$ cat config.mk
export PLATFORM = sky130hd
export DESIGN_NAME = periodic_task_dispatcher
export DESIGN_NICKNAME = d
export VERILOG_FILES = /design/src/sv/ptd_pkg.sv /design/src/sv/periodic_task_dispatcher.sv /design/src/sv/ptd_task_table.sv /design/src/sv/ptd_task_alu.sv
export SDC_FILE = /design/constraint.sdc
export NUM_CORES = 2
export LEC_CHECK = 0
export BUFFER_PORTS_ARGS = -buffer_cell sky130_fd_sc_hd__buf_4
export CORE_MARGIN = 2
export CORE_UTILIZATION = 31
export DETAILED_ROUTE_END_ITERATION = 7
export GPL_ROUTABILITY_DRIVEN = 0
export PLACE_DENSITY = 0.42
export RECOVER_POWER = 25
export SLEW_MARGIN = 25
export SYNTH_ARGS = -nofsm -noshare
export SYNTH_HDL_FRONTEND = slang
export SYNTH_SLANG_ARGS = --single-unit
$ cat constraint.sdc
create_clock -name clk -period 10.68 [get_ports clk]
set_clock_uncertainty 0.2 [all_clocks]
set_input_delay 1.068 -clock clk [delete_from_list [all_inputs] [get_ports clk]]
set_output_delay 1.068 -clock clk [all_outputs]
set_load 0.02 [all_outputs]
$ cat src/sv/ptd_pkg.sv
`timescale 1ns / 1ps

package ptd_pkg;

    localparam int MAX_TASKS   = 16;
    localparam int NUM_ENTRIES = 16;
    localparam int ID_W        = $clog2(NUM_ENTRIES);
    localparam int USED_W      = ID_W + 1;
    localparam int TABLE_CAP   = (MAX_TASKS < NUM_ENTRIES) ? MAX_TASKS : NUM_ENTRIES;
    localparam int CNT_W       = 32;

    typedef enum logic [2:0] {
        OP_TICK    = 3'd0,
        OP_ADD     = 3'd1,
        OP_ENABLE  = 3'd2,
        OP_DISABLE = 3'd3,
        OP_READ    = 3'd4,
        OP_CLEAR   = 3'd5,
        OP_INIT    = 3'd6
    } op_t;

    typedef enum logic [1:0] {
        ST_OK     = 2'd0,
        ST_FULL   = 2'd1,
        ST_BAD_ID = 2'd2
    } status_t;

    typedef enum logic [1:0] {
        S_IDLE,
        S_WALK,
        S_EMIT,
        S_RESP
    } state_t;

    typedef struct packed {
        logic              add;
        logic              walk;
        logic              set_en;
        logic              en_val;
        logic              clear_all;
        logic [ID_W-1:0]   addr;
        logic [CNT_W-1:0]  period;
        logic [CNT_W-1:0]  countdown;
        logic [CNT_W-1:0]  runs;
    } tbl_wr_t;

    typedef struct packed {
        logic              enabled;
        logic [CNT_W-1:0]  period;
        logic [CNT_W-1:0]  countdown;
        logic [CNT_W-1:0]  runs;
    } tbl_rd_t;

    function automatic logic [CNT_W-1:0] sat_inc(input logic [CNT_W-1:0] v);
        logic [CNT_W-1:0] r;
        r = (v == '1) ? v : v + CNT_W'(1);
        return r;
    endfunction

endpackage

$ cat src/sv/periodic_task_dispatcher.sv
`timescale 1ns / 1ps

// Periodic task dispatcher: a table of up to sixteen periodic tasks held in flops, served by
// one countdown unit under a small sequencer. A tick walks the tasks in use one entry per
// cycle through that unit, then reports each dispatched task in index order, one item per
// cycle while the output is not stalled, or a single result with no dispatch if none fired.
// in_ready is high only between items; a result waiting in the output register does not
// hold off the next item.
module periodic_task_dispatcher (
    input  logic                            clk,
    input  logic                            rst_n,
    input  logic                            in_valid,
    output logic                            in_ready,
    input  logic [2:0]                      op,
    input  logic [3:0]                      task_id,
    input  logic [31:0]                     period,
    output logic                            out_valid,
    input  logic                            out_ready,
    output logic [1:0]                      status,
    output logic                            dispatched,
    output logic [3:0]                      out_task,
    output logic [31:0]                     task_runs,
    output logic [31:0]                     ticks_total,
    output logic [31:0]                     ticks_active,
    output logic                            last
);

    localparam int ID_W   = ptd_pkg::ID_W;
    localparam int USED_W = ptd_pkg::USED_W;
    localparam int CNT_W  = ptd_pkg::CNT_W;
    localparam int NE     = ptd_pkg::NUM_ENTRIES;

    ptd_pkg::state_t      state_reg, state_next;
    logic [USED_W-1:0]    used_reg, used_next;
    logic [USED_W-1:0]    walk_reg, walk_next;
    logic [NE-1:0]        hit_reg, hit_next;
    logic [CNT_W-1:0]     total_reg, total_next;
    logic [CNT_W-1:0]     active_reg, active_next;

    ptd_pkg::status_t     resp_status_reg, resp_status_next;
    logic [ID_W-1:0]      resp_task_reg, resp_task_next;
    logic [CNT_W-1:0]     resp_runs_reg, resp_runs_next;

    logic                 out_valid_reg, out_valid_next;
    ptd_pkg::status_t     out_status_reg, out_status_next;
    logic                 out_disp_reg, out_disp_next;
    logic [ID_W-1:0]      out_task_reg, out_task_next;
    logic [CNT_W-1:0]     out_runs_reg, out_runs_next;
    logic                 out_last_reg, out_last_next;
    logic [CNT_W-1:0]     out_total_reg;
    logic [CNT_W-1:0]     out_active_reg;
    logic                 out_load;

    ptd_pkg::tbl_wr_t     tbl_wr;
    ptd_pkg::tbl_rd_t     tbl_rd;
    logic [ID_W-1:0]      rd_addr;
    logic                 alu_hit;
    logic [CNT_W-1:0]     alu_count;
    logic [CNT_W-1:0]     alu_runs;

    logic                 out_free;
    logic                 accept;
    logic                 id_ok;
    logic [ID_W-1:0]      sel_idx;
    logic [NE-1:0]        sel_onehot;

    ptd_task_table u_table (
        .clk     (clk),
        .rst_n   (rst_n),
        .wr      (tbl_wr),
        .rd_addr (rd_addr),
        .rd      (tbl_rd)
    );

    ptd_task_alu u_alu (
        .entry          (tbl_rd),
        .hit            (alu_hit),
        .countdown_next (alu_count),
        .runs_next      (alu_runs)
    );

    // lowest pending dispatch
    always_comb
    begin
        sel_idx = '0;
        for (int i = NE - 1; i >= 0; i--)
        begin
            if (hit_reg[i])
            begin
                sel_idx = ID_W'(i);
            end
        end
        sel_onehot = NE'(1) << sel_idx;
    end

    assign out_free = !out_valid_reg || out_ready;
    assign accept   = in_valid && in_ready;
    assign id_ok    = {1'b0, task_id} < used_reg;
    assign in_ready = (state_reg == ptd_pkg::S_IDLE);

    always_comb
    begin
        unique case (state_reg)
            ptd_pkg::S_WALK: rd_addr = walk_reg[ID_W-1:0];
            ptd_pkg::S_EMIT: rd_addr = sel_idx;
            default:         rd_addr = task_id;
        endcase
    end

    always_comb
    begin
        state_next       = state_reg;
        used_next        = used_reg;
        walk_next        = walk_reg;
        hit_next         = hit_reg;
        total_next       = total_reg;
        active_next      = active_reg;
        resp_status_next = resp_status_reg;
        resp_task_next   = resp_task_reg;
        resp_runs_next   = resp_runs_reg;

        out_load         = 1'b0;
        out_status_next  = out_status_reg;
        out_disp_next    = out_disp_reg;
        out_task_next    = out_task_reg;
        out_runs_next    = out_runs_reg;
        out_last_next    = out_last_reg;

        tbl_wr           = '0;
        tbl_wr.addr      = rd_addr;
        tbl_wr.period    = period;
        tbl_wr.countdown = alu_count;
        tbl_wr.runs      = alu_runs;

        unique case (state_reg)
            ptd_pkg::S_IDLE:
            begin
                if (accept)
                begin
                    resp_status_next = ptd_pkg::ST_OK;
                    resp_task_next   = '0;
                    resp_runs_next   = '0;
                    state_next       = ptd_pkg::S_RESP;
                    unique case (ptd_pkg::op_t'(op))
                        ptd_pkg::OP_TICK:
                        begin
                            total_next = ptd_pkg::sat_inc(total_reg);
                            hit_next   = '0;
                            walk_next  = '0;
                            state_next = ptd_pkg::S_WALK;
                        end
                        ptd_pkg::OP_ADD:
                        begin
                            if (used_reg >= USED_W'(ptd_pkg::TABLE_CAP))
                            begin
                                resp_status_next = ptd_pkg::ST_FULL;
                            end
                            else
                            begin
                                tbl_wr.add       = 1'b1;
                                tbl_wr.addr      = used_reg[ID_W-1:0];
                                tbl_wr.countdown = period;
                                tbl_wr.runs      = '0;
                                resp_task_next   = used_reg[ID_W-1:0];
                                used_next        = used_reg + USED_W'(1);
                            end
                        end
                        ptd_pkg::OP_ENABLE, ptd_pkg::OP_DISABLE:
                        begin
                            resp_task_next = task_id;
                            if (id_ok)
                            begin
                                tbl_wr.set_en = 1'b1;
                                tbl_wr.en_val = (ptd_pkg::op_t'(op) == ptd_pkg::OP_ENABLE);
                            end
                            else
                            begin
                                resp_status_next = ptd_pkg::ST_BAD_ID;
                            end
                        end
                        ptd_pkg::OP_READ:
                        begin
                            resp_task_next = task_id;
                            if (id_ok)
                            begin
                                resp_runs_next = tbl_rd.runs;
                            end
                            else
                            begin
                                resp_status_next = ptd_pkg::ST_BAD_ID;
                            end
                        end
                        ptd_pkg::OP_CLEAR:
                        begin
                            total_next  = '0;
                            active_next = '0;
                        end
                        ptd_pkg::OP_INIT:
                        begin
                            tbl_wr.clear_all = 1'b1;
                            used_next        = '0;
                            total_next       = '0;
                            active_next      = '0;
                        end
                        default:
                        begin
                        end
                    endcase
                end
            end

            ptd_pkg::S_WALK:
            begin
                if (walk_reg < used_reg)
                begin
                    tbl_wr.walk = 1'b1;
                    if (alu_hit)
                    begin
                        hit_next[walk_reg[ID_W-1:0]] = 1'b1;
                        if (hit_reg == '0)
                        begin
                            active_next = ptd_pkg::sat_inc(active_reg);
                        end
                    end
                    walk_next = walk_reg + USED_W'(1);
                end
                else if (hit_reg == '0)
                begin
                    state_next = ptd_pkg::S_RESP;
                end
                else
                begin
                    state_next = ptd_pkg::S_EMIT;
                end
            end

            ptd_pkg::S_EMIT:
            begin
                if (out_free)
                begin
                    out_load        = 1'b1;
                    out_status_next = ptd_pkg::ST_OK;
                    out_disp_next   = 1'b1;
                    out_task_next   = sel_idx;
                    out_runs_next   = tbl_rd.runs;
                    out_last_next   = ((hit_reg & ~sel_onehot) == '0);
                    hit_next        = hit_reg & ~sel_onehot;
                    if (out_last_next)
                    begin
                        state_next = ptd_pkg::S_IDLE;
                    end
                end
            end

            ptd_pkg::S_RESP:
            begin
                if (out_free)
                begin
                    out_load        = 1'b1;
                    out_status_next = resp_status_reg;
                    out_disp_next   = 1'b0;
                    out_task_next   = resp_task_reg;
                    out_runs_next   = resp_runs_reg;
                    out_last_next   = 1'b1;
                    state_next      = ptd_pkg::S_IDLE;
                end
            end

            default:
            begin
                state_next = ptd_pkg::S_IDLE;
            end
        endcase

        if (out_load)
        begin
            out_valid_next = 1'b1;
        end
        else if (out_ready)
        begin
            out_valid_next = 1'b0;
        end
        else
        begin
            out_valid_next = out_valid_reg;
        end
    end

    always_ff @(posedge clk or negedge rst_n)
    begin
        if (!rst_n)
        begin
            state_reg     <= ptd_pkg::S_IDLE;
            used_reg      <= '0;
            walk_reg      <= '0;
            hit_reg       <= '0;
            total_reg     <= '0;
            active_reg    <= '0;
            out_valid_reg <= 1'b0;
        end
        else
        begin
            state_reg     <= state_next;
            used_reg      <= used_next;
            walk_reg      <= walk_next;
            hit_reg       <= hit_next;
            total_reg     <= total_next;
            active_reg    <= active_next;
            out_valid_reg <= out_valid_next;
        end
    end

    // payload: output counters are sampled when the result is loaded
    always_ff @(posedge clk)
    begin
        resp_status_reg <= resp_status_next;
        resp_task_reg   <= resp_task_next;
        resp_runs_reg   <= resp_runs_next;
        if (out_load)
        begin
            out_status_reg  <= out_status_next;
            out_disp_reg    <= out_disp_next;
            out_task_reg    <= out_task_next;
            out_runs_reg    <= out_runs_next;
            out_last_reg    <= out_last_next;
            out_total_reg   <= total_reg;
            out_active_reg  <= active_reg;
        end
    end

    assign out_valid    = out_valid_reg;
    assign status       = out_status_reg;
    assign dispatched   = out_disp_reg;
    assign out_task     = out_task_reg;
    assign task_runs    = out_runs_reg;
    assign ticks_total  = out_total_reg;
    assign ticks_active = out_active_reg;
    assign last         = out_last_reg;

endmodule

$ cat src/sv/ptd_task_table.sv
`timescale 1ns / 1ps

module ptd_task_table (
    input  logic                        clk,
    input  logic                        rst_n,
    input  ptd_pkg::tbl_wr_t            wr,
    input  logic [ptd_pkg::ID_W-1:0]    rd_addr,
    output ptd_pkg::tbl_rd_t            rd
);

    logic [ptd_pkg::CNT_W-1:0]       period_mem [ptd_pkg::NUM_ENTRIES];
    logic [ptd_pkg::CNT_W-1:0]       count_mem  [ptd_pkg::NUM_ENTRIES];
    logic [ptd_pkg::CNT_W-1:0]       runs_mem   [ptd_pkg::NUM_ENTRIES];
    logic [ptd_pkg::NUM_ENTRIES-1:0] en_reg;

    always_ff @(posedge clk)
    begin
        if (wr.add)
        begin
            period_mem[wr.addr] <= wr.period;
        end
        if (wr.add || wr.walk)
        begin
            count_mem[wr.addr] <= wr.countdown;
            runs_mem[wr.addr]  <= wr.runs;
        end
    end

    always_ff @(posedge clk or negedge rst_n)
    begin
        if (!rst_n)
        begin
            en_reg <= '0;
        end
        else if (wr.clear_all)
        begin
            en_reg <= '0;
        end
        else if (wr.add)
        begin
            en_reg[wr.addr] <= 1'b1;
        end
        else if (wr.set_en)
        begin
            en_reg[wr.addr] <= wr.en_val;
        end
    end

    assign rd.enabled   = en_reg[rd_addr];
    assign rd.period    = period_mem[rd_addr];
    assign rd.countdown = count_mem[rd_addr];
    assign rd.runs      = runs_mem[rd_addr];

endmodule

$ cat src/sv/ptd_task_alu.sv
`timescale 1ns / 1ps

module ptd_task_alu (
    input  ptd_pkg::tbl_rd_t              entry,
    output logic                          hit,
    output logic [ptd_pkg::CNT_W-1:0]     countdown_next,
    output logic [ptd_pkg::CNT_W-1:0]     runs_next
);

    logic [ptd_pkg::CNT_W-1:0] base;

    always_comb
    begin
        hit  = entry.enabled && (entry.countdown == '0);
        // reload on dispatch, then the same tick decrements a nonzero value
        base = hit ? entry.period : entry.countdown;
        countdown_next = (entry.enabled && (base != '0)) ? base - ptd_pkg::CNT_W'(1) : base;
        runs_next      = hit ? ptd_pkg::sat_inc(entry.runs) : entry.runs;
    end

endmodule
==> out/qor_table.md <==
| Parameter | This run |
|:---|:---|
| Final Max Slew Viols | 249 |
| Yosys top cell by area | edfxtp_1 |
| Wire length of the first global-routing pass | 363 mm |
| Sink Count | 1787 |
| Slack of the worst reg-to-reg path | 1.80 ns |
| Routed via count divided by cell count | 5.40 |
| CTS tree | yes |
| Total congestion overflow | 0 |
| Source of the critical timing path | hit_reg[9]$_DFFE_PN0P_ |
| Final period demand of the worst path | 8.88 ns |
| Iteration-0 DRC Markers | 4443 |
| Proportion of register bits with asynchronous set or reset after synthesis | 6.10% |
| Headroom to the max-slew limit | -136% |
| Number of global-route vias before repair | 47437 |
| Antenna violations before repair | 13 |
| Half-perimeter wire length after placement | 147 mm |
| Transition time at the pin with the least slew margin | 3.54 ns |
| Router iterations before antenna repair | 6 |
| Postcts setup bufs | 0 |
| Number of top-level pins | 149 |
| Beginning of the worst register-to-register path | hit_reg[9]$_DFFE_PN0P_ |
| Area of the core | 241000 sq um |
| Area share of the largest cell type after synthesis | 67.1% |
| H-tree Lvls | 4 |
| RSZ-0062 raised after global routing | no |
| Worst Path Required | 10.98 ns |
| Kind of end point of the critical path | register |
| Category of the critical setup timing path | register to register |
| FF+latch count, synth | 1787 |
| X dimension of the die | 496 um |
| Max FO, Critical Path | 37 |
| Clock Latency Late Sink | 0.86 ns |
| Setup violations, final | 0 |
| Growth of design area from synthesis to finish | 15.5% |
| Vias after detailed routing | 48575 |
| Area enclosed by the die boundary | 246000 sq um |
| Final cell utilization of the core | 36.0% |
| Outcome | finished with violations |
| Number of gates given a new drive strength after cts | 0 |
| Number of CTS-inserted buffers | 197 |
| Achievable clock frequency | 113 MHz |
| Launching element type of the critical path | register |
| Reg2Reg Depth | 18 |
| Height of the die | 496 um |
| Area of the mapped netlist | 75100 sq um |
| Post-Syn Nets | 5538 |
| Critical Path End | u_table.count_mem[15][30]$_DFFE_PP_ |
| Number of cells produced by synthesis | 5472 |
| Final Hold Viols | 0 |
| Average cell area after synthesis | 13.7 sq um |
| Data arrival, critical path | 9.18 ns |
| GRT Overall Usage | 20.3% |
| Number of flops mapped to enable cells by yosys | 1678 |
| Top post-synthesis cells by area | edfxtp_1 67%, nand2_1 4.4%, dfrtp_1 3.6% |
| Classification of the worst-slack hold path | register to register |
| Worst hold margin | 0.277 ns |
| Max-cap violations | 6 |
| Count of hold-fix buffers inserted at cts | 0 |
| Residual antenna-violating net count after detailed routing | 0 |
| Detailed Route WL | 255 mm |
| Residual DRC | 0 |
| Capture point of the worst reg-to-reg path | u_table.count_mem[15][30]$_DFFE_PP_ |
| Setup total negative slack | 0 ns |
| Wire per inst | 28.3 um |
| Ratio of cells with drive above 1 in the final layout | 11.7% |
| Net count reported at finish | 5701 |
| Yosys synthesis warning count | 0 |
| Root buf cell | clkbuf_16 |
| Cell types with the highest counts after synthesis | 1678 x edfxtp_1, 887 x nand2_1, 290 x nand3_1 |
| Longest Clk Path Bufs | 3 |
| Violated checks | capacitance limit, slew limit |
| Filler cell count | 23192 |
| Initial standard-cell utilization of the core | 31.2% |
| Pin count of the biggest net entering global routing | 118 |
| Most frequently used cell type in the post-synthesis netlist | edfxtp_1 |
| Regs by FF count | u_table.count_mem: 512 flops, u_table.period_mem: 512 flops, u_table.runs_mem: 512 flops |
| Share of synthesized area occupied by flip-flops and latches | 70.7% |
| Number of distinct library cell variants in the gate-level netlist after synthesis | 94 |
| Top_reg_cell synth | edfxtp_1 |
| Final period utilization | 83.2% |
| Number of port buffers | 148 |
| Row Count | 180 |
| Clock slew at the register clock pins of the worst setup and hold paths | 0.06 ns |
==> layout by cell type (no fill, tap or decap), types with 39 or more instances in the layout <==
cell       instances
nor2_1           223
nand3_1          290
clkbuf_16        200
mux2i_1          159
inv_1             41
mux4_2            62
dfrtp_1          109
a31oi_1          148
and3_1           202
buf_4            162
o21ai_0          131
clkbuf_1         180
a22oi_1           49
nand4_1           69
a21oi_1          152
xor2_1            39
edfxtp_1        1678
a211oi_1         235
clkinv_1          47
nand2_1          886
a2111oi_0         41
==> through the flow <==
stage / instances / setup WS, ns / area (sq um)
after floorplan: 5472 / 3.29 / 75100
final: 8994 / 1.80 / 86700
after global routing: 8992 / 1.32 / 86700
after CTS: 8990 / 1.78 / 87200
after global placement: 8618 / 1.90 / 80600
after detailed placement: 8621 / 1.86 / 80600
==> worst max-delay path, stage by stage, from the launching register on <==
cell and delay (ns):
dfrtp_1 0.46, or4_1 0.68, o21ai_0 1.02, a21o_4 0.67, buf_4 0.53, a2111oi_0 0.13
a41o_1 0.23, a221oi_1 0.80, nor3b_1 0.33, nand2_1 0.23, or4_1 0.73, o21a_1 0.28
ha_1 0.23, nand2_1 0.06, nor2_1 0.08, o2111a_2 0.22, a2111oi_2 0.57, a31oi_1 0.18
o31ai_2 0.83
==> area by class of cell <==
class	count	area [sq um]	area share, %
clock buffer	240	5180	5.98
clock inverter	129	1390	1.60
sequential	1787	53100	61.3
inverter	42	158	0.182
antenna	4	10.0	0.0115
multi-input combinational	3284	20800	23.9
timing repair buffer	323	2120	2.45
tap	3185	3990	4.60
==> logic make-up (layout without fill, tap and decap cells) <==
group           count (synthesis)  count (layout)  share of synthesized area (%)
fa+ha+maj                      23              23                          0.383
mux                           257             257                           4.52
buf+inv                       401             734                           2.33
simple gates                 1924            1924                           11.9
other cells                     0               4                              0
flops                        1787            1787                           70.7
xor+xnor                       65              65                          0.758
compound gates               1015            1015                           9.32
==> worst min path at each step <==
stage,cells past startpoint,slack (ns),from,end
5_1_grt,2,0.27,op[1],used_reg[0]$_DFFE_PN0P_
3_3_place_gp,0,0.27,active_reg[31]$_DFFE_PN0P_,ticks_active[31]$_DFFE_PP_
2_1_floorplan,0,0.25,total_reg[10]$_DFFE_PN0P_,ticks_total[10]$_DFFE_PP_
6_report,0,0.28,active_reg[10]$_DFFE_PN0P_,ticks_active[10]$_DFFE_PP_
4_1_cts,1,0.06,rst_n,active_reg[26]$_DFFE_PN0P_
3_5_place_dp,0,0.28,total_reg[28]$_DFFE_PN0P_,ticks_total[28]$_DFFE_PP_
==> per-layer routing <==
layer | GRT usage, % | wire length (um) | vias up
met4 | 4.53 | 5390 | 4
met2 | 33.1 | 120000 | 1388
met5 | 0 | 24 | -
li1 | - | - | 21472
met3 | 2.83 | 12100 | 318
met1 | 28.8 | 117000 | 25393
Power is not shown: default switching activity piles up to over one toggle a cycle in this logic, so the estimate is an artifact.
